===== src/rtl/ilt_pkg.sv =====
// Shared types and constants for the indexed list table.
// No dependencies; every other file in rtl/ imports this package.
package ilt_pkg;

  localparam int unsigned PosW    = 5;   // position, found_position, list_count ports
  localparam int unsigned ValW    = 32;  // item_value and read_value ports
  localparam int unsigned StatW   = 2;
  // Wide enough for any cell index, count or position up to the largest capacity
  localparam int unsigned CmpW    = 11;
  // Match bits examined per cycle during a find scan
  localparam int unsigned FindGrp = 8;

  typedef enum logic [1:0] {
    FnGet    = 2'd0,
    FnFind   = 2'd1,
    FnInsert = 2'd2,
    FnErase  = 2'd3
  } func_e;

  typedef enum logic [StatW-1:0] {
    StOk       = 2'd0,
    StBadIndex = 2'd1,
    StFull     = 2'd2
  } status_e;

  // Shift command broadcast to every cell
  typedef struct packed {
    logic            ins;
    logic            ers;
    logic [PosW-1:0] pos;
  } ilt_ctl_t;

endpackage


===== src/rtl/ilt_req_if.sv =====
// Request channel: valid/ready handshake carrying one list operation.
// Depends on ilt_pkg.
interface ilt_req_if import ilt_pkg::*; ();
  logic            valid;
  logic            ready;
  logic [1:0]      func;
  logic [PosW-1:0] position;
  logic [ValW-1:0] item_value;

  modport source (output valid, output func, output position, output item_value,
                  input ready);
  modport sink   (input valid, input func, input position, input item_value,
                  output ready);
endinterface


===== src/rtl/ilt_rsp_if.sv =====
// Response channel: valid/ready handshake carrying one operation result.
// Depends on ilt_pkg.
interface ilt_rsp_if import ilt_pkg::*; ();
  logic                   valid;
  logic                   ready;
  logic [StatW-1:0]       status;
  logic [ValW-1:0]        read_value;
  logic signed [PosW-1:0] found_position;
  logic [PosW-1:0]        list_count;

  modport source (output valid, output status, output read_value,
                  output found_position, output list_count, input ready);
  modport sink   (input valid, input status, input read_value,
                  input found_position, input list_count, output ready);
endinterface


===== src/rtl/ilt_cell.sv =====
// One storage cell of the list: holds a word, shifts with its neighbors on
// insert/erase and compares its word against the search key. Depends on ilt_pkg.
module ilt_cell import ilt_pkg::*; #(
  parameter int unsigned DATA_WIDTH = 32,
  parameter int unsigned IDX        = 0
) (
  input  logic                  clk_i,
  input  ilt_ctl_t              ctl_i,
  input  logic [DATA_WIDTH-1:0] value_i,
  input  logic [DATA_WIDTH-1:0] left_i,
  input  logic [DATA_WIDTH-1:0] right_i,
  input  logic [DATA_WIDTH-1:0] key_i,
  output logic [DATA_WIDTH-1:0] data_o,
  output logic                  match_o
);

  localparam logic [CmpW-1:0] MyIdx = CmpW'(IDX);

  logic [DATA_WIDTH-1:0] data_q, data_d;
  logic [CmpW-1:0]       pos_w;

  assign pos_w = CmpW'(ctl_i.pos);

  always_comb begin
    data_d = data_q;
    if (ctl_i.ins) begin
      if (MyIdx == pos_w) begin
        data_d = value_i;
      end else if (MyIdx > pos_w) begin
        data_d = left_i;
      end
    end else if (ctl_i.ers) begin
      if (MyIdx >= pos_w) begin
        data_d = right_i;
      end
    end
  end

  always_ff @(posedge clk_i) begin
    data_q <= data_d;
  end

  assign data_o  = data_q;
  assign match_o = (data_q == key_i);

endmodule


===== src/rtl/indexed_list_table.sv =====
// Indexed list table top level: cell chain plus request control and find scan.
// Depends on ilt_pkg, ilt_req_if, ilt_rsp_if and ilt_cell.
//
//   channel  dir  payload                                           handshake
//   req      in   func, position, item_value                        valid/ready
//   rsp      out  status, read_value, found_position, list_count    valid/ready
//
// Get, insert and erase complete on the accepting edge: the cells shift in
// parallel and the result lands in the output register.
// Find latches all cell compares, then scans the match bits FindGrp per cycle,
// waiting on the hit or final group while the output register is full.
// A request is taken only when no find is scanning and the output register is
// empty or being drained. Reset clears the count; cell contents are not reset.
module indexed_list_table import ilt_pkg::*; #(
  parameter int unsigned CAPACITY   = 16,
  parameter int unsigned DATA_WIDTH = 32
) (
  input  logic        clk_i,
  input  logic        rst_ni,
  ilt_req_if.sink     req,
  ilt_rsp_if.source   rsp
);

  localparam int unsigned CntW = $clog2(CAPACITY + 1);
  localparam int unsigned IdxW = (CAPACITY > 1) ? $clog2(CAPACITY) : 1;
  localparam int unsigned HitW = ((CAPACITY + FindGrp - 1) / FindGrp) * FindGrp;
  localparam int unsigned EncW = $clog2(FindGrp);

  typedef enum logic {
    StIdle,
    StScan
  } state_e;

  state_e                 state_q, state_d;
  logic [CntW-1:0]        count_q, count_d;
  logic [HitW-1:0]        hit_q, hit_d;
  logic [CmpW-1:0]        base_q, base_d;
  logic                   out_valid_q, out_valid_d;
  status_e                status_q, status_d;
  logic [ValW-1:0]        rd_q, rd_d;
  logic [PosW-1:0]        found_q, found_d;
  logic [PosW-1:0]        lcnt_q, lcnt_d;

  ilt_ctl_t               ctl;
  logic [DATA_WIDTH-1:0]  value;
  logic [DATA_WIDTH-1:0]  cell_data [CAPACITY];
  logic [CAPACITY-1:0]    match;

  logic                   out_free, acc;
  logic [CmpW-1:0]        pos_w, cnt_w;
  logic                   in_range, ins_pos_ok, is_full;
  logic [FindGrp-1:0]     grp;
  logic                   grp_any, scan_last;
  logic [EncW-1:0]        enc;
  logic [CmpW-1:0]        found_sum;

  assign value    = DATA_WIDTH'(req.item_value);
  assign out_free = !out_valid_q || rsp.ready;
  assign req.ready = (state_q == StIdle) && out_free;
  assign acc      = req.valid && req.ready;

  assign pos_w      = CmpW'(req.position);
  assign cnt_w      = CmpW'(count_q);
  assign in_range   = pos_w < cnt_w;
  assign ins_pos_ok = pos_w <= cnt_w;
  assign is_full    = cnt_w >= CmpW'(CAPACITY);

  // Shift commands only for requests that actually change the list
  always_comb begin
    ctl.pos = req.position;
    ctl.ins = acc && (func_e'(req.func) == FnInsert) && ins_pos_ok && !is_full;
    ctl.ers = acc && (func_e'(req.func) == FnErase) && in_range;
  end

  for (genvar g = 0; g < CAPACITY; g++) begin : g_cell
    logic [DATA_WIDTH-1:0] left, right;
    if (g == 0) begin : g_first
      assign left = value;
    end else begin : g_mid_l
      assign left = cell_data[g-1];
    end
    if (g == CAPACITY - 1) begin : g_last
      assign right = cell_data[g];
    end else begin : g_mid_r
      assign right = cell_data[g+1];
    end
    ilt_cell #(
      .DATA_WIDTH (DATA_WIDTH),
      .IDX        (g)
    ) u_cell (
      .clk_i   (clk_i),
      .ctl_i   (ctl),
      .value_i (value),
      .left_i  (left),
      .right_i (right),
      .key_i   (value),
      .data_o  (cell_data[g]),
      .match_o (match[g])
    );
  end

  // Lowest match group of the scan
  assign grp       = hit_q[FindGrp-1:0];
  assign grp_any   = |grp;
  assign scan_last = (base_q + CmpW'(FindGrp)) >= cnt_w;
  assign found_sum = base_q + CmpW'(enc);

  always_comb begin
    enc = '0;
    for (int i = FindGrp - 1; i >= 0; i--) begin
      if (grp[i]) begin
        enc = EncW'(i);
      end
    end
  end

  always_comb begin
    state_d     = state_q;
    count_d     = count_q;
    hit_d       = hit_q;
    base_d      = base_q;
    out_valid_d = out_valid_q && !rsp.ready;
    status_d    = status_q;
    rd_d        = rd_q;
    found_d     = found_q;
    lcnt_d      = lcnt_q;

    case (state_q)
      StIdle: begin
        if (acc) begin
          status_d = StOk;
          rd_d     = '0;
          found_d  = '1;
          case (func_e'(req.func))
            FnGet: begin
              if (in_range) begin
                rd_d = ValW'(cell_data[pos_w[IdxW-1:0]]);
              end else begin
                status_d = StBadIndex;
              end
              out_valid_d = 1'b1;
            end
            FnFind: begin
              for (int i = 0; i < HitW; i++) begin
                hit_d[i] = (i < CAPACITY) ? (match[i] && (CmpW'(i) < cnt_w)) : 1'b0;
              end
              base_d  = '0;
              state_d = StScan;
            end
            FnInsert: begin
              if (!ins_pos_ok) begin
                status_d = StBadIndex;
              end else if (is_full) begin
                status_d = StFull;
              end else begin
                count_d = count_q + CntW'(1);
              end
              out_valid_d = 1'b1;
            end
            FnErase: begin
              if (in_range) begin
                count_d = count_q - CntW'(1);
              end else begin
                status_d = StBadIndex;
              end
              out_valid_d = 1'b1;
            end
            default: begin
              out_valid_d = 1'b1;
            end
          endcase
          lcnt_d = PosW'(count_d);
        end
      end
      StScan: begin
        if (grp_any || scan_last) begin
          if (out_free) begin
            status_d    = StOk;
            rd_d        = '0;
            found_d     = grp_any ? PosW'(found_sum) : '1;
            lcnt_d      = PosW'(count_q);
            out_valid_d = 1'b1;
            state_d     = StIdle;
          end
        end else begin
          hit_d  = hit_q >> FindGrp;
          base_d = base_q + CmpW'(FindGrp);
        end
      end
      default: begin
        state_d = StIdle;
      end
    endcase
  end

  always_ff @(posedge clk_i or negedge rst_ni) begin
    if (!rst_ni) begin
      state_q     <= StIdle;
      count_q     <= '0;
      out_valid_q <= 1'b0;
      hit_q       <= '0;
      base_q      <= '0;
      status_q    <= StOk;
      rd_q        <= '0;
      found_q     <= '1;
      lcnt_q      <= '0;
    end else begin
      state_q     <= state_d;
      count_q     <= count_d;
      out_valid_q <= out_valid_d;
      hit_q       <= hit_d;
      base_q      <= base_d;
      status_q    <= status_d;
      rd_q        <= rd_d;
      found_q     <= found_d;
      lcnt_q      <= lcnt_d;
    end
  end

  assign rsp.valid          = out_valid_q;
  assign rsp.status         = status_q;
  assign rsp.read_value     = rd_q;
  assign rsp.found_position = $signed(found_q);
  assign rsp.list_count     = lcnt_q;

endmodule


===== src/flat_wrapper.sv =====
// flat-port wrapper written by rule: the top's interface ports become plain ports
module indexed_list_table_flat import ilt_pkg::*;
#(
  parameter int unsigned CAPACITY   = 16,
  parameter int unsigned DATA_WIDTH = 32
)
  (clk_i, rst_ni, req_valid, req_func, req_position, req_item_value, req_ready, rsp_valid, rsp_status, rsp_read_value, rsp_found_position, rsp_list_count, rsp_ready);
  ilt_req_if req_i ();
  ilt_rsp_if rsp_i ();
  input  logic clk_i;
  input  logic rst_ni;
  input wire logic [$bits(req_i.valid)-1:0] req_valid;
  input wire logic [$bits(req_i.func)-1:0] req_func;
  input wire logic [$bits(req_i.position)-1:0] req_position;
  input wire logic [$bits(req_i.item_value)-1:0] req_item_value;
  output wire logic [$bits(req_i.ready)-1:0] req_ready;
  output wire logic [$bits(rsp_i.valid)-1:0] rsp_valid;
  output wire logic [$bits(rsp_i.status)-1:0] rsp_status;
  output wire logic [$bits(rsp_i.read_value)-1:0] rsp_read_value;
  output wire logic [$bits(rsp_i.found_position)-1:0] rsp_found_position;
  output wire logic [$bits(rsp_i.list_count)-1:0] rsp_list_count;
  input wire logic [$bits(rsp_i.ready)-1:0] rsp_ready;
  assign req_i.valid = req_valid;
  assign req_i.func = req_func;
  assign req_i.position = req_position;
  assign req_i.item_value = req_item_value;
  assign req_ready = req_i.ready;
  assign rsp_valid = rsp_i.valid;
  assign rsp_status = rsp_i.status;
  assign rsp_read_value = rsp_i.read_value;
  assign rsp_found_position = rsp_i.found_position;
  assign rsp_list_count = rsp_i.list_count;
  assign rsp_i.ready = rsp_ready;
  indexed_list_table #(.CAPACITY(CAPACITY), .DATA_WIDTH(DATA_WIDTH)) u_core (.clk_i(clk_i), .rst_ni(rst_ni), .req(req_i), .rsp(rsp_i));
endmodule

===== config.mk =====
export PLATFORM = sky130hd
export DESIGN_NAME = indexed_list_table_flat
export DESIGN_NICKNAME = d
export VERILOG_FILES = /design/src/rtl/ilt_pkg.sv /design/src/rtl/ilt_req_if.sv /design/src/rtl/ilt_rsp_if.sv /design/src/rtl/ilt_cell.sv /design/src/rtl/indexed_list_table.sv /design/src/flat_wrapper.sv
export SDC_FILE = /design/constraint.sdc
export NUM_CORES = 2
export LEC_CHECK = 0
export BUFFER_PORTS_ARGS = -buffer_cell sky130_fd_sc_hd__buf_2
export CAP_MARGIN = 20
export CORE_ASPECT_RATIO = 0.5
export CORE_MARGIN = 2
export CORE_UTILIZATION = 64
export DETAILED_ROUTE_END_ITERATION = 8
export PLACE_DENSITY = 0.82
export SLEW_MARGIN = 15
export SYNTH_ARGS = -nofsm -noshare
export SYNTH_HDL_FRONTEND = slang
export SYNTH_SLANG_ARGS = --single-unit
export TNS_END_PERCENT = 100

===== constraint.sdc =====
create_clock -name clk_i -period 6.6 [get_ports clk_i]
set_input_delay 1.65 -clock clk_i [delete_from_list [all_inputs] [get_ports clk_i]]
set_output_delay 1.65 -clock clk_i [all_outputs]
set_load 0.02 [all_outputs]

==> Flow_metrics.wiki <==
{| class="wikitable"
! Metric !! Value
|-
| Final Hold Slack || 474 ps
|-
| Worst hold-check path type || flop to flop
|-
| Maximum fanout count along the critical path || 43
|-
| Final Routed Wirelength || 142 mm
|-
| Seq/Total Area, Yosys || 43.7%
|-
| Top area cells in the synthesized netlist || sky130_fd_sc_hd__edfxtp_1, sky130_fd_sc_hd__mux2i_1, sky130_fd_sc_hd__xor2_1
|-
| Peak ir drop on the vdd network || 0.303 mV
|-
| Run status || completed
|-
| Number of pins with negative max-slew slack in the final report || 0
|-
| Final critical path time including I/O delays and setup || 5010 ps
|-
| Avg Synthesized Cell Area || 10.7 µm²
|-
| # setup viols final || 0
|-
| Final net count || 3,636
|-
| Worst slack at placement || 1200 ps
|-
| DP Area || 0.0405 mm²
|-
| Post-synthesis cell area || 0.0395 mm²
|-
| Final period utilization || 75.9%
|-
| Leakage power figure || 0.0164 µW
|-
| Post-CTS setup buffers || 0
|-
| Worst reg2reg path depth || 10
|-
| Rows || 64
|-
| Area share of the largest cell type after synthesis || 39.0%
|-
| Slew of the pin with the lowest slew margin || 1270 ps
|-
| Cell with the most instances after synthesis || sky130_fd_sc_hd__mux2i_1
|-
| Total power of the final layout || 10,100 µW
|-
| TritonCTS buffer count || 54
|-
| Violation count after the first detailed-routing iteration || 6,070
|-
| DRT antenna net count || 0
|-
| Number of detailed-routing iterations run before antenna repair || 8
|-
| Fillers || 4,537
|-
| Clock Sinks || 587
|-
| Die boundary height || 180 µm
|-
| Relative slew margins || 12.9%
|-
| Startpoint-to-endpoint class of the critical path || input pin to flop
|-
| TritonCTS clock tree || yes
|-
| Setup repair after global routing missed its margin || false
|-
| Post-route clock skew || 31.6 ps
|-
| Count of flip-flops with a built-in enable after synthesis || 512
|-
| Crit path to || u_core.g_cell[5].u_cell.data_o[30]
|-
| Number of warnings reported in the yosys synthesis log || 0
|-
| Number of I/O pins || 89
|-
| End of the worst register-to-register path || u_core.g_cell[5].u_cell.data_o[30]
|-
| Footprint of the multi-input gates || 0.0209 mm²
|-
| Launching element of the worst setup path || req_position[0]
|-
| Slack of the worst reg-to-reg path || 2070 ps
|-
| Required time of the critical path || 6930 ps
|-
| Layout overhead on the synthesized area || 7.44%
|-
| Global-route usage over all layers || 43.4%
|-
| H-tree depth || 2
|-
| Clock latency on the worst-skew pair || 650 ps
|-
| Max Clk Rate || 200 MHz
|-
| GP Congestion || 1.08
|-
| Total number of vias || 31,600
|-
| Number of max-cap violations || 0
|-
| Power per standard cell area || 238 mW/mm²
|-
| Yosys reg bits || 587
|-
| Initial cell density of the core || 64.7%
|-
| Port-buffer cells || 88
|-
| Root Buffer || sky130_fd_sc_hd__clkbuf_16
|-
| Post-synthesis cell type count || 68
|-
| DRC violations left || 0
|-
| Post-CTS resize count || 0
|-
| Post-detailed-route via-to-cell ratio || 7.10
|-
| Routed wire per std cell || 31.9 µm
|-
| Die span in x || 355 µm
|-
| Die area || 0.0638 mm²
|-
| Fraction of layout instances using a drive strength above 1 || 13.1%
|-
| Clk pin slew, worst setup/hold paths || 70 ps
|-
| Pin count of the biggest net entering global routing || 166
|-
| Synthesized netlist net count || 3,755
|-
| CP Launch Type || input pin
|-
| Prevailing post-synth register cell || sky130_fd_sc_hd__edfxtp_1
|-
| Finished Cell Area || 0.0424 mm²
|-
| Total Negative Setup Slacks || 0 ps
|-
| Share of synthesized registers carrying an async set or reset || 12.8%
|-
| Number of endpoints with negative hold slack in the final report || 0
|-
| Final worst setup slack || 1590 ps
|-
| Arrival time at the worst endpoint || 5340 ps
|-
| Register Area || 0.0173 mm²
|-
| Count of hold-fix buffers inserted at cts || 0
|-
| Worst Setup End Kind || flop
|-
| Global-route wire length before repair || 203 mm
|-
| Post-Syn Instances || 3,697
|-
| CTS Buffer Depth || 3
|-
| Top cells by count, synth || sky130_fd_sc_hd__mux2i_1, sky130_fd_sc_hd__edfxtp_1, sky130_fd_sc_hd__nor2_1, sky130_fd_sc_hd__a21oi_1, sky130_fd_sc_hd__xor2_1
|-
| Number of antenna violations at the first check in global routing || 14
|-
| Via count of the first global-routing pass || 28,800
|-
| HPWL after DPL || 102 mm
|-
| Total global routing overflow || 0
|-
| Floorplan core area || 0.0610 mm²
|-
| Launching point of the worst reg2reg path || u_core.count_q[1]
|-
| Cell type with the largest total area after synthesis || sky130_fd_sc_hd__edfxtp_1
|}
## how the worst min path moves through the flow
stage,from,end,slack (ps),cells after the start
2_1_floorplan,u_core.base_q[10],u_core.base_q[10],480,1
5_1_grt,u_core.rsp.found_position[1],u_core.rsp.found_position[1],490,2
3_3_place_gp,u_core.rsp.found_position[4],u_core.rsp.found_position[4],450,2
3_5_place_dp,u_core.rsp.read_value[18],u_core.rsp.read_value[18],460,1
4_1_cts,u_core.rsp.read_value[18],u_core.rsp.read_value[18],480,1
6_report,u_core.rsp.read_value[22],u_core.rsp.read_value[22],470,2
## power by group
group	internal (µW)	leakage (µW)	switching [µW]	total, µW
combinational	708	0.00989	1580	2290
sequential	4240	0.00560	192	4430
clock	1840	0.000885	1520	3370
total	6790	0.0164	3300	10100
## layout by cell type (no fill, tap or decap), types with 12 or more instances in the layout
master	netlist	final
sky130_fd_sc_hd__nand2_1	69	63
sky130_fd_sc_hd__nand2b_1	23	23
sky130_fd_sc_hd__buf_2	73	84
sky130_fd_sc_hd__buf_4	2	90
sky130_fd_sc_hd__mux4_2	85	85
sky130_fd_sc_hd__ha_1	15	15
sky130_fd_sc_hd__dfrtp_1	70	70
sky130_fd_sc_hd__nor4_1	87	82
sky130_fd_sc_hd__edfxtp_1	512	512
sky130_fd_sc_hd__mux2_1	13	13
sky130_fd_sc_hd__a221oi_1	22	22
sky130_fd_sc_hd__a31oi_1	15	14
sky130_fd_sc_hd__and2_1	13	12
sky130_fd_sc_hd__clkbuf_1	224	15
sky130_fd_sc_hd__mux2i_1	560	559
sky130_fd_sc_hd__nand3_1	26	25
sky130_fd_sc_hd__nor3_1	23	20
sky130_fd_sc_hd__xor2_1	289	289
sky130_fd_sc_hd__nand4_1	75	75
sky130_fd_sc_hd__o31ai_1	27	27
sky130_fd_sc_hd__a21oi_1	467	465
sky130_fd_sc_hd__o21ai_1	12	12
sky130_fd_sc_hd__nor2_1	485	476
sky130_fd_sc_hd__a22oi_1	37	37
sky130_fd_sc_hd__inv_1	16	16
sky130_fd_sc_hd__mux2_2	66	66
sky130_fd_sc_hd__clkbuf_16	0	57
sky130_fd_sc_hd__xnor2_1	226	226
## state kept, by name, summed over array words and instances (netlist names)
name                         cells
u_core.rsp.read_value           32
u_core.hit_q                    16
u_core.rsp.valid                 1
u_core.rsp.list_count            5
u_core.state_q                   1
u_core.g_cell.u_cell.data_o    512
u_core.count_q                   5
u_core.rsp.status                2
u_core.base_q                    8
u_core.rsp.found_position        5
## worst max-delay path: stages
cell	delay, ps
sky130_fd_sc_hd__buf_8	230
sky130_fd_sc_hd__inv_1	430
sky130_fd_sc_hd__ha_1	230
sky130_fd_sc_hd__nor2b_1	50
sky130_fd_sc_hd__o31ai_2	490
sky130_fd_sc_hd__a21boi_0	260
sky130_fd_sc_hd__or3_1	440
sky130_fd_sc_hd__or3_1	520
sky130_fd_sc_hd__nor2_4	660
sky130_fd_sc_hd__buf_4	340
## cells by family after synthesis
family / after synthesis / synth area share (%)
AND/OR/NAND/NOR: 830 / 9.55
flip-flops: 587 / 43.7
multiplexers: 733 / 21.7
buffers and inverters: 378 / 3.89
adder cells (fa/ha/maj): 15 / 0.476
XOR/XNOR: 515 / 11.4
AO/OA/AOI/OAI: 639 / 9.26
## area by class of cell
class                      instances  share of cell area, %
timing repair buffer             185                   3.09
tap                              825                   2.44
antenna                            7                 0.0413
sequential                       587                   40.7
clock inverter                    27                  0.652
multi-input combinational       2732                   49.3
clock buffer                      75                   3.60
inverter                          18                  0.159
## per-stage QoR
| stage | util, % | std cells |
|---|---|---|
| 2_1_floorplan | - | 3697 |
| 3_3_place_gp | 66.4 | 4345 |
| 3_5_place_dp | 66.4 | 4345 |
| 4_1_cts | 69.3 | 4447 |
| 5_1_grt | 69.5 | 4456 |
| 6_report | 69.5 | 4456 |
## metal layers
metal / vias up / part of all wire, % / wire (µm) / GRT usage (%)
met2: 2853 / 39 / 56100 / 57.2
met4: 12 / 4.4 / 6300 / 17.0
li1: 13300 / - / - / -
met5: - / 0.051 / 73 / 0
met1: 15100 / 37 / 53300 / 62.5
met3: 344 / 19 / 26400 / 18.8
No activity file was read; power rests on OpenSTA's default activity.
